<file path="config.mk">
export PLATFORM = sky130hd
export DESIGN_NAME = isort_cell
export DESIGN_NICKNAME = d
export VERILOG_FILES = /design/src/rtl/core/isort_pkg.sv /design/src/rtl/core/isort_cell.sv
export SDC_FILE = /design/constraint.sdc
export NUM_CORES = 1
export LEC_CHECK = 0
export BUFFER_PORTS_ARGS = -buffer_cell sky130_fd_sc_hd__buf_2
export CAP_MARGIN = 0
export CORE_UTILIZATION = 41
export CTS_BUF_LIST = sky130_fd_sc_hd__clkbuf_2 sky130_fd_sc_hd__clkbuf_4 sky130_fd_sc_hd__clkbuf_8
export DETAILED_ROUTE_END_ITERATION = 12
export PLACE_DENSITY = 0.76
export SETUP_SLACK_MARGIN = 0.1
export SYNTH_ARGS = -nofsm -noshare
export SYNTH_HDL_FRONTEND = slang
export SYNTH_SLANG_ARGS = --single-unit
export TNS_END_PERCENT = 10
</file>
<file path="constraint.sdc">
create_clock -name aclk -period 4.7 [get_ports aclk]
set_clock_uncertainty 0.05 [all_clocks]
set_input_delay 1.41 -clock aclk [delete_from_list [all_inputs] [get_ports aclk]]
set_output_delay 1.41 -clock aclk [all_outputs]
set_load 0.02 [all_outputs]
</file>
<file path="src/rtl/core/isort_pkg.sv">
// Shared types and constants for the insertion sorter.
`default_nettype none

package isort_pkg;

    localparam int VALUE_W          = 32;
    localparam int MAX_ELEMENTS_DEF = 64;

    typedef struct packed {
        logic signed [VALUE_W-1:0] value;
        logic                      last_item;
    } in_item_t;

    typedef struct packed {
        logic signed [VALUE_W-1:0] sorted_value;
        logic                      last_result;
        logic                      overflow;
    } out_item_t;

    // What one cell shows to its upper neighbor.
    typedef struct packed {
        logic                      occupied;
        logic                      greater;
        logic signed [VALUE_W-1:0] value;
    } cell_link_t;

endpackage

`default_nettype wire

</file>
<file path="src/rtl/core/isort_cell.sv">
// One cell of the sorting chain: holds one entry and trades it with its neighbors.
`default_nettype none

module isort_cell
    import isort_pkg::*;
(
    input  wire logic                      aclk,
    input  wire logic signed [VALUE_W-1:0] ins_value,
    input  wire logic                      ins_en,
    input  wire logic                      shift_en,
    input  wire logic                      occupied,
    input  wire cell_link_t                prev_link,
    input  wire logic signed [VALUE_W-1:0] next_value,
    output cell_link_t                     link
);

    logic signed [VALUE_W-1:0] value_reg;
    logic signed [VALUE_W-1:0] value_next;
    logic                      greater;
    logic                      take;

    // Entries strictly greater than the new value move up one place, so equal
    // values keep their arrival order.
    assign greater = occupied && (value_reg > ins_value);
    // The first free cell above all smaller-or-equal entries also takes part.
    assign take    = greater || (!occupied && prev_link.occupied);

    always_comb begin
        value_next = value_reg;
        if (shift_en) begin
            value_next = next_value;
        end else if (ins_en && take) begin
            value_next = prev_link.greater ? prev_link.value : ins_value;
        end
    end

    always_ff @(posedge aclk) begin
        value_reg <= value_next;
    end

    assign link = '{occupied: occupied, greater: greater, value: value_reg};

endmodule

`default_nettype wire

</file>
==> run metrics <==
most frequent cells in the layout buf_2, nand2_1, o21ai_0; Internal Power between 0.6 and 0.7 mW; sw frac roughly 33%; antenna violations before repair 0; RSZ-0062 raised after global routing true; H-tree depth 2; Reg clk slew, reported paths 0.07 ns; crit-path max cell delay between 0.3 and 0.4 ns; number of library cell types mapped by synthesis 24; clk_lat worst skew between 0.2 and 0.3 ns; Die Y a little under 80 um; Netlist Area Pre-Place between 2000 and 2500 um^2; Iteration-0 DRC Markers 42; Tmin final roughly 4.6 ns; Layout Utilization just over 60%; CP Depth 11; Die Width 79.58 um; Multi-input gate area roughly 1400 um^2; CORE AREA around 5600 um^2; final WL approximately 6300 um; setup ws final ~0.11 ns; family with the most delay on the worst path compound AO/OA/AOI/OAI gates; Overall Global Routing Usage 20.10%; clock share of power roughly 23%; drt drc 0; Worst Path Required ~3.2 ns; endpoints failing setup 0; status completed; crit path capture type output port; CP Launch Type input port; die area 6332 um^2; Largest register FFs 32; TritonCTS clock tree built; share of cells above drive strength 1 a little over two fifths; synthesized net count 399; P per Cell Area around 270 nW/um^2; FF+latch area approximately 960 um^2; Detail Route Antenna Nets 0; data arrival time of the worst path 3.13 ns; Logic pwr share between 30% and 40%; HP Class flop to flop; final hold viol count 0; Rows 27; Reg2Reg Setup Slack between 1.5 and 2 ns; Non-Filler Instances around 480; CP Buf/Inv Count 3; Seq cells post-synth 32; Max Slew Vio Count 0; nets@finish ~540; LEAKAGE between 1.5 and 2 nW; Filler Cell Count about 470; clock buffer depth 2; largest net degree at the start of global routing 50; FMAX between 200 and 250 MHz; crit-path max FO 3; # IOs between 100 and 150; total CTS buffers 5; FF-to-FF path depth 13; sequential share of the synthesized area 38.95%; Inst Count DP about 460; Rel. slew slack between 30% and 40%; vias in the first global route about 2300; maximum vdd drop roughly 0.00019 V; port buffer count 135; starting density of the core 43.73%; Yosys warnings 0; first-pass GRT wire length roughly 9700 um; gpl congestion approximately 0.81; Root Driver clkbuf_8; Crit Path Category input port to output port; vias per cell ~4.9; drt pass-1 iters 4; grt ovf 0; Sw Pwr just over 0.3 mW; Seq pwr share roughly 40%; commonest non-fill, non-tap cell in the layout buf_2; worst slew pin tran approximately 0.96 ns; Ant. Diodes 0; total number of vias 2359; hold path cells 7; DP HPWL 4827 um; pre-CTS WS -0.005217 ns; drt wl/cell ~13 um; CTS Hold Bufs 0; fin crit share 97.72%; Synth Instances between 200 and 300; syn_area_per_cell about 9.3 um^2; CP cell instances buf_2 -> inv_2 -> ha_4 -> a21oi_2 -> nand2_1 -> a221o_1 -> a221o_1 -> a21oi_2 -> xnor2_2 -> nor2_1 -> buf_4; max cap viols 0; Sink Count 32; crit path max-delay cell type a221o_1; area grow syn2layout 41.43%
-- worst reg2reg max path, cell delays in order (launching register included) --
cell	delay (ns)
edfxtp_1	0.45
ha_4	0.29
a21oi_2	0.13
nand2_1	0.06
a221o_1	0.31
a221o_1	0.31
a21oi_2	0.18
xnor2_2	0.08
buf_4	0.13
buf_4	0.12
buf_4	0.12
buf_4	0.13
o21ai_4	0.14
buf_4	0.30
-- timing repair --
item                       4_1_cts  5_1_grt
pin swaps                        9       17
buffers inserted                 1        5
gates resized for setup          8       18
setup endpoints to repair        1        1
-- Yosys cell counts (all sizes together) --
cell type  count  area [um^2]
nand4          6        37.54
edfxtp        32        960.9
a221oi         1        8.760
buf            5        30.02
xnor2          1        8.760
nand2         44        165.2
nor2           4        15.01
o21ai         37        185.2
nand3          5        25.02
nor3           1        5.000
ha            32        400.4
inv           36        135.1
a221o          2        20.02
o211ai         1        12.51
clkbuf         8        30.03
a31oi          1        6.260
a21oi         13        72.57
nor4           2        12.51
a211oi         1        7.510
a21o           1        8.760
mux2i         32        320.3
-- area by class of cell --
type / instances / area share (%)
clock buffers: 7 / 2.402
clock inverters: 1 / 0.1076
inverters: 36 / 4.016
multi-input cells: 184 / 41.09
flip-flops and latches: 32 / 27.54
well taps: 72 / 2.582
repair buffers: 146 / 22.27
-- stage by stage --
stage | TNS, ns | total power [mW] | instance area, um^2 | hold slack, ns
finish | 0 | 0.9293 | 3490 | 1.284
global route | 0 | 0.9893 | 3490 | 1.353
CTS | 0 | 0.9036 | 3361 | 1.288
detailed placement | -0.005217 | 0.6750 | 3222 | 1.188
global placement | 0 | 0.6679 | 3222 | 1.146
floorplan | 0 | 0.5582 | 2471 | 1.358
-- cell families (layout without fill, tap and decap cells) --
| kind of cell | count (synthesis) | count (layout) | synth area share [%] |
|---|---|---|---|
| compound gates | 57 | 57 | 13.03 |
| xor+xnor | 1 | 1 | 0.3550 |
| flops | 32 | 32 | 38.95 |
| mux | 32 | 32 | 12.98 |
| fa+ha+maj | 32 | 32 | 16.23 |
| simple gates | 62 | 62 | 10.55 |
| buf+inv | 49 | 190 | 7.910 |
-- power groups by stage --
| stage | logic [mW] | clock network [mW] | registers [mW] |
|---|---|---|---|
| global placement | 0.289 | 0 | 0.379 |
| global route | 0.374 | 0.235 | 0.380 |
| floorplan | 0.138 | 0 | 0.420 |
| finish | 0.337 | 0.216 | 0.376 |
| CTS | 0.308 | 0.220 | 0.376 |
| detailed placement | 0.295 | 0 | 0.380 |
-- final timing paths --
kind                 startpoint            end
setup / recovery  ins_value[10]       link[32]
hold / removal     value_reg[2]  value_reg[13]
setup reg to reg  value_reg[10]  value_reg[29]
hold reg to reg    value_reg[2]  value_reg[13]
-- metal layers --
layer	part of all wire, %	vias up	routed length [um]	global-route usage (%)
li1	-	1216	-	-
met1	41	1048	2573	21.94
met2	51	88	3242	37.26
met3	7.1	7	452	5.714
met4	1.2	0	78	5.818
met5	0	-	0	0
Note: power is estimated with default switching activity, not from simulation.
